===== src/design/lsws_pkg.sv =====
// Package: sizes, codes and shared types of the LIFO stack with reverse and search.
`timescale 1ns / 1ps
`default_nettype none
package lsws_pkg;

    localparam int DEPTH  = 16;
    localparam int AW     = $clog2(DEPTH);
    localparam int CW     = $clog2(DEPTH + 1);
    localparam int DATA_W = 32;

    localparam logic [1:0] OP_PUSH    = 2'd0;
    localparam logic [1:0] OP_POP     = 2'd1;
    localparam logic [1:0] OP_REVERSE = 2'd2;
    localparam logic [1:0] OP_SEARCH  = 2'd3;

    localparam logic [1:0] ST_OK    = 2'd0;
    localparam logic [1:0] ST_UNDER = 2'd1;
    localparam logic [1:0] ST_OVER  = 2'd2;

    typedef struct packed {
        logic              wr_en;
        logic [AW-1:0]     wr_addr;
        logic [DATA_W-1:0] wr_data;
        logic              rd_en;
        logic [AW-1:0]     rd_addr;
    } mem_req_t;

    typedef struct packed {
        logic signed [DATA_W-1:0] popped_value;
        logic [CW-1:0]            match_position;
        logic [1:0]               status;
        logic [CW-1:0]            entry_count;
    } result_t;

endpackage
`default_nettype wire


===== src/design/stack_with_reverse_and_search_unit.sv =====
// Top level: LIFO stack of signed 32-bit values with push, pop, reverse and search.
// A request passes the execute state, for pop the read-wait state, for search the
// search state until a match or the fill count, then the finish state, which waits
// until the result is loaded into the output register; only then is a new request taken.
// Reset (rst_n, async, active low) empties the stack and clears the direction bit.
// Stack entries themselves are not cleared; only entries below the fill count are read.
`timescale 1ns / 1ps
`default_nettype none
module stack_with_reverse_and_search_unit (
    input  wire logic                                clk,
    input  wire logic                                rst_n,
    input  wire logic                                in_valid,
    output logic                                     in_ready,
    input  wire logic [1:0]                          opcode,
    input  wire logic signed [lsws_pkg::DATA_W-1:0]  operand_value,
    output logic                                     out_valid,
    input  wire logic                                out_ready,
    output logic signed [lsws_pkg::DATA_W-1:0]       popped_value,
    output logic [lsws_pkg::CW-1:0]                  match_position,
    output logic [1:0]                               status,
    output logic [lsws_pkg::CW-1:0]                  entry_count
);
    import lsws_pkg::*;

    mem_req_t          mem_req;
    logic [DATA_W-1:0] mem_rd_data;
    result_t           res;

    lsws_ram #(
        .WIDTH (DATA_W),
        .DEPTH (DEPTH),
        .AW    (AW)
    ) u_ram (
        .clk     (clk),
        .wr_en   (mem_req.wr_en),
        .wr_addr (mem_req.wr_addr),
        .wr_data (mem_req.wr_data),
        .rd_en   (mem_req.rd_en),
        .rd_addr (mem_req.rd_addr),
        .rd_data (mem_rd_data)
    );

    lsws_seq u_seq (
        .clk           (clk),
        .rst_n         (rst_n),
        .in_valid      (in_valid),
        .in_ready      (in_ready),
        .opcode        (opcode),
        .operand_value (operand_value),
        .mem_req       (mem_req),
        .mem_rd_data   (mem_rd_data),
        .out_valid     (out_valid),
        .out_ready     (out_ready),
        .out_res       (res)
    );

    assign popped_value   = res.popped_value;
    assign match_position = res.match_position;
    assign status         = res.status;
    assign entry_count    = res.entry_count;

endmodule
`default_nettype wire


===== src/design/lsws_ram.sv =====
// Generic single-write, single-read RAM with registered read data.
`timescale 1ns / 1ps
`default_nettype none
module lsws_ram #(
    parameter int WIDTH = 32,
    parameter int DEPTH = 16,
    parameter int AW    = $clog2(DEPTH)
) (
    input  wire logic             clk,
    input  wire logic             wr_en,
    input  wire logic [AW-1:0]    wr_addr,
    input  wire logic [WIDTH-1:0] wr_data,
    input  wire logic             rd_en,
    input  wire logic [AW-1:0]    rd_addr,
    output logic      [WIDTH-1:0] rd_data
);

    logic [WIDTH-1:0] mem [DEPTH];

    always_ff @(posedge clk)
    begin
        if (wr_en)
        begin
            mem[wr_addr] <= wr_data;
        end
    end

    always_ff @(posedge clk)
    begin
        if (rd_en)
        begin
            rd_data <= mem[rd_addr];
        end
    end

endmodule
`default_nettype wire


===== src/design/lsws_seq.sv =====
// Sequencer: ring pointers, request execution, serial search compare and output register.
`timescale 1ns / 1ps
`default_nettype none
module lsws_seq (
    input  wire logic                            clk,
    input  wire logic                            rst_n,
    input  wire logic                            in_valid,
    output logic                                 in_ready,
    input  wire logic [1:0]                      opcode,
    input  wire logic signed [lsws_pkg::DATA_W-1:0] operand_value,
    output lsws_pkg::mem_req_t                   mem_req,
    input  wire logic [lsws_pkg::DATA_W-1:0]     mem_rd_data,
    output logic                                 out_valid,
    input  wire logic                            out_ready,
    output lsws_pkg::result_t                    out_res
);
    import lsws_pkg::*;

    localparam logic [2:0] S_IDLE = 3'd0;
    localparam logic [2:0] S_EXEC = 3'd1;
    localparam logic [2:0] S_POPW = 3'd2;
    localparam logic [2:0] S_SRCH = 3'd3;
    localparam logic [2:0] S_FIN  = 3'd4;

    logic [2:0]        state_reg, state_next;
    logic [1:0]        op_reg;
    logic [DATA_W-1:0] key_reg;
    logic [CW-1:0]     fill_reg, fill_next;
    logic [AW-1:0]     base_reg, base_next;
    logic              rev_reg, rev_next;
    logic [CW-1:0]     k_reg, k_next;
    result_t           res_reg, res_next;
    result_t           out_res_reg;
    logic              out_valid_reg;
    logic              out_load;

    // ring address of the entry at 1-based position k from the top
    function automatic logic [AW-1:0] phys_of(input logic [AW-1:0] base,
                                              input logic [CW-1:0] fill,
                                              input logic          rev,
                                              input logic [CW-1:0] k);
        logic [CW-1:0] off;
        logic [AW:0]   s;
        off = rev ? (k - CW'(1)) : (fill - k);
        s   = (AW+1)'(base) + (AW+1)'(off);
        if (s >= (AW+1)'(DEPTH))
        begin
            s = s - (AW+1)'(DEPTH);
        end
        return s[AW-1:0];
    endfunction

    assign in_ready  = (state_reg == S_IDLE);
    assign out_valid = out_valid_reg;
    assign out_res   = out_res_reg;
    assign out_load  = (state_reg == S_FIN) && (!out_valid_reg || out_ready);

    always_comb
    begin
        state_next = state_reg;
        fill_next  = fill_reg;
        base_next  = base_reg;
        rev_next   = rev_reg;
        k_next     = k_reg;
        res_next   = res_reg;
        mem_req    = '0;
        case (state_reg)
            S_IDLE:
            begin
                if (in_valid)
                begin
                    state_next = S_EXEC;
                    res_next   = '0;
                end
            end
            S_EXEC:
            begin
                case (op_reg)
                    OP_PUSH:
                    begin
                        state_next = S_FIN;
                        if (fill_reg == CW'(DEPTH))
                        begin
                            res_next.status = ST_OVER;
                        end
                        else
                        begin
                            mem_req.wr_en   = 1'b1;
                            mem_req.wr_data = key_reg;
                            fill_next       = fill_reg + CW'(1);
                            if (rev_reg)
                            begin
                                base_next = (base_reg == '0) ? AW'(DEPTH - 1)
                                                             : base_reg - AW'(1);
                                mem_req.wr_addr = base_next;
                            end
                            else
                            begin
                                mem_req.wr_addr = phys_of(base_reg, fill_reg, 1'b1,
                                                          fill_reg + CW'(1));
                            end
                        end
                    end
                    OP_POP:
                    begin
                        if (fill_reg == '0)
                        begin
                            res_next.status = ST_UNDER;
                            state_next      = S_FIN;
                        end
                        else
                        begin
                            mem_req.rd_en   = 1'b1;
                            mem_req.rd_addr = phys_of(base_reg, fill_reg, rev_reg, CW'(1));
                            state_next      = S_POPW;
                        end
                    end
                    OP_REVERSE:
                    begin
                        rev_next   = !rev_reg;
                        state_next = S_FIN;
                    end
                    default:
                    begin
                        if (fill_reg == '0)
                        begin
                            state_next = S_FIN;
                        end
                        else
                        begin
                            mem_req.rd_en   = 1'b1;
                            mem_req.rd_addr = phys_of(base_reg, fill_reg, rev_reg, CW'(1));
                            k_next          = CW'(1);
                            state_next      = S_SRCH;
                        end
                    end
                endcase
            end
            S_POPW:
            begin
                res_next.popped_value = mem_rd_data;
                fill_next             = fill_reg - CW'(1);
                if (rev_reg)
                begin
                    base_next = (base_reg == AW'(DEPTH - 1)) ? '0 : base_reg + AW'(1);
                end
                state_next = S_FIN;
            end
            S_SRCH:
            begin
                // compare entry k while fetching entry k+1
                if (mem_rd_data == key_reg)
                begin
                    res_next.match_position = k_reg;
                    state_next              = S_FIN;
                end
                else if (k_reg == fill_reg)
                begin
                    state_next = S_FIN;
                end
                else
                begin
                    mem_req.rd_en   = 1'b1;
                    mem_req.rd_addr = phys_of(base_reg, fill_reg, rev_reg, k_reg + CW'(1));
                    k_next          = k_reg + CW'(1);
                end
            end
            S_FIN:
            begin
                res_next.entry_count = fill_reg;
                if (out_load)
                begin
                    state_next = S_IDLE;
                end
            end
            default:
            begin
                state_next = S_IDLE;
            end
        endcase
    end

    always_ff @(posedge clk or negedge rst_n)
    begin
        if (!rst_n)
        begin
            state_reg     <= S_IDLE;
            fill_reg      <= '0;
            base_reg      <= '0;
            rev_reg       <= 1'b0;
            out_valid_reg <= 1'b0;
        end
        else
        begin
            state_reg <= state_next;
            fill_reg  <= fill_next;
            base_reg  <= base_next;
            rev_reg   <= rev_next;
            if (out_load)
            begin
                out_valid_reg <= 1'b1;
            end
            else if (out_ready)
            begin
                out_valid_reg <= 1'b0;
            end
        end
    end

    always_ff @(posedge clk)
    begin
        if (in_valid && in_ready)
        begin
            op_reg  <= opcode;
            key_reg <= operand_value;
        end
        k_reg   <= k_next;
        res_reg <= res_next;
        if (out_load)
        begin
            out_res_reg <= res_next;
        end
    end

endmodule
`default_nettype wire


===== config.mk =====
export PLATFORM = sky130hd
export DESIGN_NAME = stack_with_reverse_and_search_unit
export DESIGN_NICKNAME = d
export VERILOG_FILES = /design/src/design/lsws_pkg.sv /design/src/design/stack_with_reverse_and_search_unit.sv /design/src/design/lsws_ram.sv /design/src/design/lsws_seq.sv
export SDC_FILE = /design/constraint.sdc
export NUM_CORES = 1
export LEC_CHECK = 0
export CAP_MARGIN = 0
export CORE_ASPECT_RATIO = 0.9
export CORE_MARGIN = 8
export CORE_UTILIZATION = 41
export DETAILED_ROUTE_END_ITERATION = 6
export DONT_BUFFER_PORTS = 1
export RECOVER_POWER = 100
export SLEW_MARGIN = 20
export SYNTH_ARGS = -nofsm -noshare
export SYNTH_HDL_FRONTEND = slang
export SYNTH_SLANG_ARGS = --single-unit

===== constraint.sdc =====
create_clock -name clk -period 7.03 [get_ports clk]
set_input_delay 0.3515 -clock clk [delete_from_list [all_inputs] [get_ports clk]]
set_output_delay 0.3515 -clock clk [all_outputs]
set_load 0.005 [all_outputs]

Word-level counts from Yosys, hierarchy flattened --
Memories as Yosys holds them, arrays and structs flattened. A register that Yosys moved wholly into a read port is not among the register bits. Index checks and enable logic that the tools add are counted.
Storage, ports and cells: input port bits 38, bits in writable memories 512, output and inout port bits 46, register bits after elaboration 141, logic and storage cells 124, memories 1
Operators by class: add/sub/neg operators 14, multiplexer cells 50, magnitude comparators 3, reductions and logical operators 19, equality and inequality tests 21
Memories:
- u_ram.mem | depth 16, width 32, rd ports 1, clocked after Yosys merged registers in 1, write ports 1, RTL line lsws_ram.sv:18 | logic [WIDTH-1:0] mem [DEPTH];
Operator list (number):
- 37-bit 2-to-1 mux | 3
- 5-bit 2-to-1 mux | 13
- 32-bit one-hot mux with 2 select lines | 1
- 5-bit one-hot mux with 2 select lines | 5
- 44-bit 2-to-1 mux | 1
- 4-bit 2-to-1 mux | 10
- 32-bit == test | 1
- 3-bit 2-to-1 mux | 6
- 4-bit by 1-bit subtractor with 4-bit output (second input constant) | 4
- 4-bit by 5-bit adder with 5-bit output | 3
- 5-bit >= comparator (second input constant) | 3
- 3-bit one-hot mux with 5 select lines | 1
- 5-bit by 1-bit subtractor with 5-bit output (second input constant) | 3
- 2-bit inequality test (second input constant) | 7
- 5-bit by 1-bit adder with 5-bit output (second input constant) | 2
- 5-bit AND reduction | 2
- 2-bit one-hot mux with 2 select lines | 2
- 4-bit one-hot mux with 2 select lines | 1
- 3-bit by 2-bit == test with 1-bit output (second input constant) | 2
- 2-bit by 1-bit inequality test with 1-bit output (second input constant) | 3
- 3-bit one-hot mux with 2 select lines | 1
- 3-bit AND reduction | 2
- 2-bit nonzero test | 3
- 5-bit == test | 1
- other kinds (21) | 27

Depth between registers and ports, before layout --
Gate-level depths: netlist of the first run.
word-level depth 11, depth in mapped cells 16, depth with buffers taken out 14

Modules after synthesis --
Synthesis of the first run repeated with hierarchy kept, for this count alone.
Unflattened totals: cells, all modules 1403, area, all modules 26494.2 µm²
By module, submodules not included:
- lsws_ram | times used 1, area an instance 20155.6 µm², seq. area each 16335.7 µm², cells each 838
- lsws_seq | times used 1, area an instance 6338.6 µm², seq. area each 3723.6 µm², cells each 565

Worst setup path before layout of the first run --
OpenSTA, ideal clock, no wires.
kind register to register, from register u_seq.fill_reg[0], to memory u_ram.mem[10][0] (enable), stages on the path, launching flop included 16, period minus slack after synthesis 4.699 ns, data required time 6.609 ns, path buffers 1, path slack 2.331 ns, library setup time 0.421 ns, arrival 4.278 ns, path through dfrtp_1 clkbuf_1 inv_1 ha_1 inv_1 ha_1 inv_1 ha_1 inv_1 fa_1 xnor2_1 xnor2_1 xnor2_1 o211ai_1 or2_2 nor2_1
On the way: word-level cells in the longest chain between the ends 9, elaborated cells between the ends (all ways) 13, classes of those cells 4 x add/sub; 1 x order compare; 1 x eq/ne; 7 x mux
RTL lines:
- start, declared | RTL line lsws_seq.sv:28 | logic [CW-1:0] fill_reg, fill_next;
- start signal, assigned | RTL line lsws_seq.sv:196 | fill_reg <= fill_next;
- 5-bit by 1-bit adder with 5-bit output | RTL line lsws_seq.sv:100 | fill_reg + CW'(1));
- 5-bit by 1-bit subtractor with 5-bit output | RTL line lsws_seq.sv:44 | off = rev ? (k - CW'(1)) : (fill - k);
- 4-bit by 5-bit adder with 5-bit output | RTL line lsws_seq.sv:45 | s = (AW+1)'(base) + (AW+1)'(off);
- 4-bit by 1-bit subtractor with 4-bit output / 5-bit >= comparator (equally long branches) | RTL line lsws_seq.sv:48, lsws_seq.sv:46
- 4-bit 2-to-1 mux | RTL line lsws_seq.sv:46 | if (s >= (AW+1)'(DEPTH))
- 4-bit 2-to-1 mux | RTL line lsws_seq.sv:91 | if (rev_reg)
- 37-bit 2-to-1 mux (*) | RTL line lsws_seq.sv:82 | if (fill_reg == CW'(DEPTH))
- 37-bit 2-to-1 mux (*) | RTL line lsws_seq.sv:78 | case (op_reg)
- 37-bit 2-to-1 mux (*) | RTL line lsws_seq.sv:67 | case (state_reg)
- end, declared | RTL line lsws_ram.sv:18
Every way passes the cells marked *; elsewhere a longest branch is shown, timed or not.

Final worst setup path of the first run --
from register u_ram.rd_data[8] (read register of u_ram.mem), to register u_ram.rd_data[14] (read register of u_ram.mem), data pin
On the way: word-level cells in the longest chain between the ends 3
RTL lines:
- start, declared | RTL line lsws_ram.sv:15 | output logic [WIDTH-1:0] rd_data
- 32-bit == test | RTL line lsws_seq.sv:152 | if (mem_rd_data == key_reg)
- 5-bit 2-to-1 mux | RTL line lsws_seq.sv:152
- 5-bit one-hot mux with 2 select lines | RTL line lsws_seq.sv:67
Every way passes these cells. A chain may end at the register's enable or synchronous reset.

==> results of run 1 <==
-- cell type report --
type                    instances  share of cell area
multi-input cells            1087               0.231
flip-flops and latches        685               0.639
clock buffers                  93              0.0629
clock inverters                35             0.00932
inverters                      19             0.00231
repair buffers                 76              0.0212
well taps                     874              0.0348
-- kinds of logic (layout without fill, tap and decap cells) --
| family | after synthesis | count (layout) | share of synthesized area |
|---|---|---|---|
| muxes | 6 | 6 | 0.00220 |
| buffers and inverters | 174 | 223 | 0.0277 |
| DFF | 685 | 685 | 0.719 |
| adders and majority gates | 22 | 22 | 0.0109 |
| xor gates and xnor gates | 59 | 59 | 0.0196 |
| and+or+nand+nor | 515 | 515 | 0.0879 |
| AOI/OAI and AO/OA | 485 | 485 | 0.133 |
-- stage by stage --
step                instance area [sq um]  hold WS (ns)  total power [W]  worst slack (ns)  utilization
finish                              31400        0.0462           0.0132              1.12        0.467
global route                        31400        0.0717           0.0138             0.925        0.467
global placement                    28800        0.0569          0.00955              2.18        0.428
CTS                                 31500       0.00313           0.0133              2.16        0.468
floorplan                           27900        0.0559          0.00827              2.33            -
detailed placement                  28900        0.0568          0.00961              2.22        0.429
-- timing repair --
item / in CTS / in global routing
hold buffers: 35 / 0
hold endpoints to repair: 48 / 0
resized for setup: 0 / 0
-- cells in the mapped netlist (41+ instances only) --
cell type / instances / area share
nand3_1: 105 / 0.019
o21ai_0: 85 / 0.015
clkbuf_1: 94 / 0.013
dfxtp_1: 44 / 0.032
and3_1: 65 / 0.015
a311oi_1: 124 / 0.039
a31oi_1: 65 / 0.015
a21boi_0: 63 / 0.017
edfxtp_1: 627 / 0.68
buf_2: 41 / 0.0074
nand2_1: 226 / 0.030
-- per-layer routing --
layer | wire (microns) | vias up | GRT usage | share of wire
met1 | 32200 | 8797 | 0.265 | 0.44
met3 | 6010 | 103 | 0.0416 | 0.083
li1 | - | 7584 | - | -
met5 | 0 | - | 0 | 0
met4 | 1420 | 0 | 0.0431 | 0.019
met2 | 33200 | 688 | 0.285 | 0.46
-- power breakdown --
group	leakage [nW]	switching, W	internal (W)
Combinational	2.86	0.00261	0.00129
Sequential	6.36	0.000453	0.00521
Clock	1.10	0.00154	0.00210
Total	10.3	0.00460	0.00860
-- worst min-delay path, cell delays in order --
cell and delay (ns):
o21ai_0 0.09, nand2_1 0.08, o31ai_1 0.08
-- cell usage in the layout (no fill, tap or decap), types with 3 or more instances in the layout --
cell           count
nor2_4            14
dfxtp_1           44
ha_1              18
clkinv_1          15
nor2b_1            6
bufinv_16          3
clkinv_8           5
edfxtp_1         627
a311oi_1         124
a211oi_2          27
clkbuf_8           3
nor3_1             6
a31oi_1           65
nor2_1            24
clkbuf_1          20
buf_4             26
o22ai_1            3
a21boi_0          63
o21ai_0           85
nand3_1          105
a21o_1             3
mux2i_1            5
dlygate4sd3_1     35
and3_1            65
xor2_1            38
clkbuf_2           7
clkbuf_16         75
clkinv_2          10
a21oi_1           15
and2_0            34
a22o_1            37
nand2_1          225
inv_1             18
fa_1               4
a211oi_1          35
o31ai_1            4
xnor2_1           19
nand4_1            8
nor4_1             7
dfrtp_1           14
-- final timing paths --
kind / from / to / slack, ns / cells past startpoint
worst min register to register: u_seq.res_reg[18] / u_seq.res_reg[18] / 0.46 / 2
worst min-delay path: in_valid / u_seq.res_reg[6] / 0.05 / 3
worst max-delay path: u_ram.rd_data[8] / u_ram.rd_data[14] / 1.12 / 8
max in group asynchronous: rst_n / u_seq.base_reg[1] / 6.33 / 1
min in group asynchronous: rst_n / u_seq.state_reg[0] / 0.23 / 1
worst max register to register: u_ram.rd_data[8] / u_ram.rd_data[14] / 1.12 / 8
==> impl_metrics.env, run 1 <==
export IMPL_cp_slowest_cell="a2bb2oi_2"
export IMPL_crit_buf_inv=1
export IMPL_final_seq_area_sq_um=20100
export IMPL_hpwl_mm=41.8
export IMPL_num_vias=17200
export IMPL_clock_path_buffers=3
export IMPL_grt_max_degree=220
export IMPL_rsz0062_at_grt="no"
export IMPL_critPathKind="register to register"
export IMPL_h_tree_depth=3
export IMPL_period_share=0.841
export IMPL_slew_headroom=-0.884
export IMPL_hp_class="primary input to register"
export IMPL_wl_mm=72.8
export IMPL_cts_buffers_inserted=72
export IMPL_synth_yosys_warnings=0
export IMPL_initial_core_util=0.415
export IMPL_violations="capacitance limit, slew limit"
export IMPL_synth_cells=1946
export IMPL_viasPerCell=5.99
export IMPL_synth_fp_nets=2006
export IMPL_rows=90
export IMPL_end_kind="register"
export IMPL_hold_viol=0
export IMPL_grt_pass1_wl_mm=109
export IMPL_largest_reg_flops=512
export IMPL_cts_root_buf="clkbuf_16"
export IMPL_slew_viol_final=206
export IMPL_postRouteAntennaNets=0
export IMPL_dieArea_sq_um=76600
export IMPL_antenna_found_initial=1
export IMPL_nFillCells=5737
export IMPL_drtIter0Drc=1773
export IMPL_tns_ns=0
export IMPL_status="finished with violations"
export IMPL_synth_main_ff_cell="edfxtp_1"
export IMPL_critPathTopFamily="compound AO/OA/AOI/OAI gates"
export IMPL_cpPeakStageDelay_ns=1.15
export IMPL_area_delta_synth_final_pct=12.6
export IMPL_port_buffers=0
export IMPL_critPathRequiredTime_ns=7.39
export IMPL_power_density_nw_per_um2=420
export IMPL_grt_ovfl_total=0
export IMPL_cts_tree="yes"
export IMPL_grt_pass1_vias=16400
export IMPL_drive_gt1_frac=0.0977
export IMPL_period_needed_ns=5.91
export IMPL_final_cell_count_no_fill=2869
export IMPL_arrival_ns=6.27
export IMPL_ys_seq_elements=685
export IMPL_fmax_ghz=0.169
export IMPL_path_max_fanout=24
export IMPL_path_cells="xor2_1, nor4_1, nand4_1, o21ai_0, a2bb2oi_2, clkbuf_1, a311oi_1, a22o_1"
export IMPL_firstDrtPassIters=6
export IMPL_fin_skew_ns=0.0300
export IMPL_multi_input_area_sq_um=7240
export IMPL_core_area_sq_um=67200
export IMPL_start_kind="register"
export IMPL_yosys_cell_types_count=66
export IMPL_setup_violations=0
export IMPL_nets=2001
export IMPL_clk_pin_slew_ns=0.06
export IMPL_worst_pin_slew_ns=2.83
export IMPL_clk_insertion_delay_late_ns=0.61
export IMPL_diodes=0
export IMPL_avgSynthCellArea_sq_um=14.3
export IMPL_synth_edf_count=627
export IMPL_seq_area_frac_synth=0.719
export IMPL_dp_cells=2705
export IMPL_postCtsSetupBuffers=0
export IMPL_chipHeight_microns=263
export IMPL_ir_drop_uv=268
export IMPL_die_w_microns=291
export IMPL_grt_usage=0.185
export IMPL_cellLeakagePower_nw=10.3
export IMPL_wl_per_cell_microns=25.4
export IMPL_ioPinCount=84
export IMPL_syn_cell_area_sq_um=27900
export IMPL_async_flop_share=0.0204
export IMPL_drv_cap=8
export IMPL_drc=0
export IMPL_cts_sinks=685
export IMPL_place_gp_congestion=0.784
Note: power is estimated with default switching activity, not from simulation.
==> inputs of run 2 (changes only) <==
Settings changed: ABC_AREA set to 1.
Clock period 7.03 ns to 5.39 ns, I/O delays scaled along.
==> impl_metrics.env, run 2 <==
export IMPL_dieArea_sq_um=81800
export IMPL_rows=94
export IMPL_chipHeight_microns=272
export IMPL_synthTopCellsByArea="edfxtp_1, nand3_1, inv_1"
export IMPL_drc=0
export IMPL_area_delta_synth_final_pct=12.8
export IMPL_grt_pass1_vias=19100
export IMPL_core_area_sq_um=72700
export IMPL_fin_skew_ns=0.0281
export IMPL_yosys_cell_types_count=36
export IMPL_synth_xor_area_frac=0.0149
export IMPL_avgSynthCellArea_sq_um=10.9
export IMPL_wl_per_cell_microns=20.2
export IMPL_place_gp_congestion=0.812
export IMPL_cpPeakStageDelay_ns=0.80
export IMPL_ir_drop_uv=309
export IMPL_drv_cap=3
export IMPL_firstDrtPassIters=6
export IMPL_cp_slowest_cell="nor2_1"
export IMPL_wl_met3_mm=6.59
export IMPL_drive_gt1_frac=0.0703
export IMPL_power_density_nw_per_um2=523
export IMPL_final_cell_count_no_fill=3778
export IMPL_arrival_ns=5.00
export IMPL_ioPinCount=84
export IMPL_period_share=0.883
export IMPL_synth_edf_count=627
export IMPL_post_synth_top_area_fraction=0.630
export IMPL_status="finished with violations"
export IMPL_synth_compound_area_frac=0.0105
export IMPL_viasPerCell=5.21
export IMPL_drt_met1_wl_mm=33.7
export IMPL_diodes=0
export IMPL_synth_cells=2743
export IMPL_ys_seq_elements=685
export IMPL_cts_tree="yes"
export IMPL_critPathRequiredTime_ns=5.63
export IMPL_initial_core_util=0.411
export IMPL_preCtsSetupSlack_ns=1.20
export IMPL_layout_cells_most_common_list="nand3_1, edfxtp_1, inv_1"
export IMPL_clkPwrFrac=0.295
export IMPL_antenna_found_initial=3
export IMPL_nFillCells=6598
export IMPL_r2r_start="u_seq.fill_reg[1]"
export IMPL_synthSimpleGateAreaFrac=0.208
export IMPL_postRouteAntennaNets=0
export IMPL_grt_max_degree=173
export IMPL_cp_common_cell="inv_1"
export IMPL_grt_pass1_wl_mm=117
export IMPL_h_tree_depth=3
export IMPL_cts_buffers_inserted=74
export IMPL_slew_headroom=-0.513
export IMPL_finalPower_w=0.0176
export IMPL_path_max_fanout=14
export IMPL_setup_violations=0
export IMPL_async_flop_share=0.0204
export IMPL_worst_pin_slew_ns=2.26
export IMPL_syn_cell_area_sq_um=29900
export IMPL_path_cells="inv_1, ha_1, inv_1, ha_1, inv_1, ha_1, inv_1, fa_1, xnor2_1, xor2_1, a21oi_1, o21ai_0, nand2_1, nand2_1, nor2_1, clkbuf_2"
export IMPL_grt_ovfl_total=0
export IMPL_top_layer="met5"
export IMPL_multi_input_area_sq_um=7400
export IMPL_num_vias=19700
export IMPL_hold_viol=0
export IMPL_hpwl_mm=43.7
export IMPL_netSwitchingPower_w=0.00625
export IMPL_synth_main_ff_cell="edfxtp_1"
export IMPL_synthMuxAreaShare=0
export IMPL_final_seq_area_sq_um=20100
export IMPL_period_needed_ns=4.76
export IMPL_dp_cells=3603
export IMPL_clk_pin_slew_ns=0.06
export IMPL_sw_frac_of_total=0.354
export IMPL_synth_yosys_warnings=0
export IMPL_die_w_microns=301
export IMPL_seq_area_frac_synth=0.671
export IMPL_violations="capacitance limit, slew limit"
export IMPL_grt_usage=0.184
export IMPL_p_int_w=0.0114
export IMPL_largest_reg_flops=512
export IMPL_cts_sinks=685
export IMPL_synth_fp_nets=2803
export IMPL_cellLeakagePower_nw=13.5
export IMPL_fmax_ghz=0.210
export IMPL_cts_root_buf="clkbuf_16"
export IMPL_start_kind="register"
export IMPL_end_kind="register"
export IMPL_power_frac_seq=0.406
export IMPL_tns_ns=0
export IMPL_synth_adder_area_share=0.0102
export IMPL_combPwrFrac=0.299
export IMPL_clock_path_buffers=3
export IMPL_cts_resized=0
export IMPL_drtIter0Drc=2029
export IMPL_rsz0062_at_grt="no"
export IMPL_fin_ws_ns=0.632
export IMPL_hp_class="primary input to async pin"
export IMPL_wl_mm=76.4
export IMPL_worstSetupStartpoint="u_seq.fill_reg[1]"
export IMPL_critPathKind="register to register"
export IMPL_synth_top_cells_by_count="edfxtp_1, nand3_1, inv_1, nand2_1, nand3b_1"
export IMPL_route_met2_wl_mm=34.2
export IMPL_clk_insertion_delay_late_ns=0.63
export IMPL_synth_top_family_by_area="simple AND/OR/NAND/NOR gates"
export IMPL_slew_viol_final=122
export IMPL_synth_top_area_cell="edfxtp_1"
export IMPL_port_buffers=0
export IMPL_nets=2817
==> run 2: cell types whose count changed after synthesis, moves of 52 or more <==
cell      change
and3_1       -65
a21boi_0     -63
nand3b_1    +129
nand3_1     +522
inv_1       +434
nor2_1       +52
a311oi_1    -124
clkbuf_1     -76
o21ai_0      -56
buf_2        +78
nand2_1     +224
a31oi_1      -62
==> run 2: through the flow <==
step           cell area, sq um   util  hold slack [ns]
3_3_place_gp              31000  0.426          -0.0249
6_report                  33700  0.464            0.155
3_5_place_dp              31000  0.426          -0.0249
4_1_cts                   33900  0.466            0.146
5_1_grt                   33700  0.464            0.189
2_1_floorplan             29900      -          -0.0261
==> run 2: layer usage <==
| metal | global-route usage | up-vias |
|---|---|---|
| met5 | 0 | - |
| met4 | 0.0549 | 4 |
| met3 | 0.0460 | 135 |
| met2 | 0.282 | 833 |
| met1 | 0.257 | 9499 |
| li1 | - | 9221 |
==> run 2: timing repair <==
item,CTS,global route
hold buffers,37,0
buffers inserted,0,0
endpoints found under the hold margin,51,0
==> run 2: path summary, 6_finish.rpt <==
kind,to,slack [ns],cells after the start
hold reg to reg,u_seq.res_reg[37],0.47,2
max in group asynchronous,u_seq.state_reg[2],4.74,1
setup reg to reg,u_ram.mem[1][10],0.63,16
hold / removal,u_seq.base_reg[2],0.16,1
min in group clk,u_seq.key_reg[9],0.28,1
setup / recovery,u_ram.mem[1][10],0.63,16
==> run 2: layout make-up <==
type,instances,share of cell area
inverters,477,0.0532
repair buffers,85,0.0224
clock buffers,90,0.0598
multi-input cells,1434,0.219
flip-flops and latches,685,0.595
clock inverters,47,0.0146
well taps,960,0.0356
==> run 2: logic make-up (layout without fill, tap and decap cells) <==
group / Yosys count / count (layout)
adders and majority gates: 22 / 22
xor gates and xnor gates: 50 / 50
AOI/OAI and AO/OA: 53 / 53
DFF: 685 / 685
and+or+nand+nor: 1309 / 1309
buffers and inverters: 624 / 699
==> run 2: power groups by stage <==
stage               logic (W)  registers, W  clock network, W
finish                0.00528       0.00716           0.00521
global route          0.00586       0.00722           0.00550
CTS                   0.00532       0.00715           0.00531
detailed placement    0.00526       0.00726                 0
global placement      0.00519       0.00725                 0
floorplan             0.00377       0.00704                 0
==> run 2: critical path: cells and delay by family, from the launching register on <==
kind / cells / cell delay (ns)
XOR/XNOR: 2 / 0.30
adder cells (fa/ha/maj): 4 / 1.19
AND/OR/NAND/NOR: 3 / 1.16
buffers and inverters: 5 / 0.96
AO/OA/AOI/OAI: 2 / 0.29
flip-flops: 1 / 0.46
==> inputs of run 3 (changes only) <==
Settings changed: GPL_TIMING_DRIVEN set to 0, PLACE_DENSITY_LB_ADDON set to 0.2.
==> impl_metrics.env, run 3 (synthesis gave the netlist of run 2 again) <==
export IMPL_postCtsSetupBuffers=0
export IMPL_cts_buffers_inserted=73
export IMPL_grt_ovfl_total=0
export IMPL_cts_sinks=685
export IMPL_layout_cells_most_common_list="nand3_1, edfxtp_1, inv_1"
export IMPL_grt_usage=0.210
export IMPL_drtIter0Drc=2163
export IMPL_hpwl_mm=60.9
export IMPL_violations="capacitance limit, slew limit"
export IMPL_drc=0
export IMPL_cts_resized=0
export IMPL_rsz0062_at_grt="no"
export IMPL_cts_tree="yes"
export IMPL_h_tree_depth=3
export IMPL_clock_path_buffers=3
export IMPL_cellLeakagePower_nw=14.0
export IMPL_worst_pin_slew_ns=2.12
export IMPL_num_vias=20400
export IMPL_grt_max_degree=30
export IMPL_start_kind="register"
export IMPL_viasPerCell=5.25
export IMPL_hold_viol=0
export IMPL_fin_skew_ns=0.0258
export IMPL_die_w_microns=301
export IMPL_status="finished with violations"
export IMPL_hp_class="primary input to async pin"
export IMPL_whs_ns=0.126
export IMPL_timing_rr_end="u_ram.rd_data[11]"
export IMPL_reg2reg_depth=11
export IMPL_dp_cells=3725
export IMPL_slew_headroom=-0.418
export IMPL_area_delta_synth_final_pct=15.0
export IMPL_fmax_ghz=0.213
export IMPL_reg2reg_slack_ns=0.71
export IMPL_wl_mm=87.4
export IMPL_fin_area_sq_um=34400
export IMPL_ioPinCount=84
export IMPL_arrival_ns=4.87
export IMPL_final_cell_count_no_fill=3893
export IMPL_end_kind="register"
export IMPL_dieArea_sq_um=81800
export IMPL_ctsHoldBuffers=37
export IMPL_critPathRequiredTime_ns=5.58
export IMPL_preCtsSetupSlack_ns=1.12
export IMPL_largest_reg_flops=512
export IMPL_drv_cap=3
export IMPL_power_density_nw_per_um2=530
export IMPL_postRouteAntennaNets=0
export IMPL_drive_gt1_frac=0.103
export IMPL_fin_ws_ns=0.706
export IMPL_antenna_found_initial=2
export IMPL_cts_root_buf="clkbuf_16"
export IMPL_port_buffers=0
export IMPL_nets=2937
export IMPL_initial_core_util=0.411
export IMPL_period_share=0.869
export IMPL_core_area_sq_um=72700
export IMPL_clk_pin_slew_ns=0.06
export IMPL_chipHeight_microns=272
export IMPL_nFillCells=6556
export IMPL_firstDrtPassIters=6
export IMPL_rows=94
export IMPL_place_gp_congestion=0.878
export IMPL_ir_drop_uv=293
export IMPL_slew_viol_final=68
export IMPL_path_max_fanout=20
export IMPL_setup_violations=0
export IMPL_critPathKind="register to register"
export IMPL_period_needed_ns=4.68
export IMPL_tns_ns=0
export IMPL_placed_cell_area_sq_um=31700
export IMPL_r2r_start="u_ram.rd_data[9]"
export IMPL_grt_pass1_wl_mm=128
export IMPL_grt_pass1_vias=19700
export IMPL_wl_per_cell_microns=22.5
export IMPL_clk_insertion_delay_late_ns=0.61
run 3: critical path, stage by stage, from the launching register on:
cell	delay [ns]
edfxtp_1	0.60
xnor2_1	0.21
nand2_1	0.08
nor2_1	0.06
nand2_1	0.17
nor2_1	0.17
nand2_1	0.17
inv_1	0.10
nor2_1	0.54
inv_1	0.19
nand2_1	0.59
clkbuf_1	1.34
run 3: stage by stage:
step | total power, W | utilization
6_report | 0.0182 | 0.473
3_3_place_gp | 0.0129 | 0.428
3_5_place_dp | 0.0131 | 0.436
5_1_grt | 0.0191 | 0.473
2_1_floorplan | 0.0108 | -
4_1_cts | 0.0184 | 0.476
run 3: worst max-delay path by stage:
stage,from,endpoint,slack [ns],cells after the start
2_1_floorplan,u_seq.fill_reg[1],u_ram.mem[10][0],1.08,16
3_3_place_gp,u_seq.fill_reg[1],u_ram.mem[5][6],-0.81,15
3_5_place_dp,u_seq.fill_reg[0],u_ram.rd_data[10],1.12,14
4_1_cts,u_seq.fill_reg[1],u_ram.mem[13][5],1.08,17
5_1_grt,u_seq.fill_reg[1],u_ram.mem[13][5],0.46,17
6_report,u_ram.rd_data[9],u_ram.rd_data[11],0.71,11
run 3: cell type report:
cell class | instances | area (sq um) | area share
Multi-Input combinational cell | 1434 | 7340 | 0.214
Tap cell | 960 | 1200 | 0.0349
Buffer | 147 | 751 | 0.0218
Sequential cell | 685 | 20100 | 0.583
Inverter | 477 | 1790 | 0.0521
Timing Repair Buffer | 59 | 733 | 0.0213
Clock buffer | 99 | 2110 | 0.0614
Antenna cell | 1 | 2.50 | 0.0000728
Clock inverter | 31 | 393 | 0.0114
run 3: where the power goes:
part	total (W)	switching (W)	internal (W)
registers	0.00712	0.000391	0.00673
logic	0.00588	0.00415	0.00173
clock network	0.00524	0.00206	0.00318
total	0.0182	0.00660	0.0116
run 3: metal layers:
layer | track usage | wire, microns
met5 | 0 | 0
met4 | 0.0640 | 2390
met3 | 0.0463 | 7690
met2 | 0.329 | 40000
met1 | 0.290 | 37400
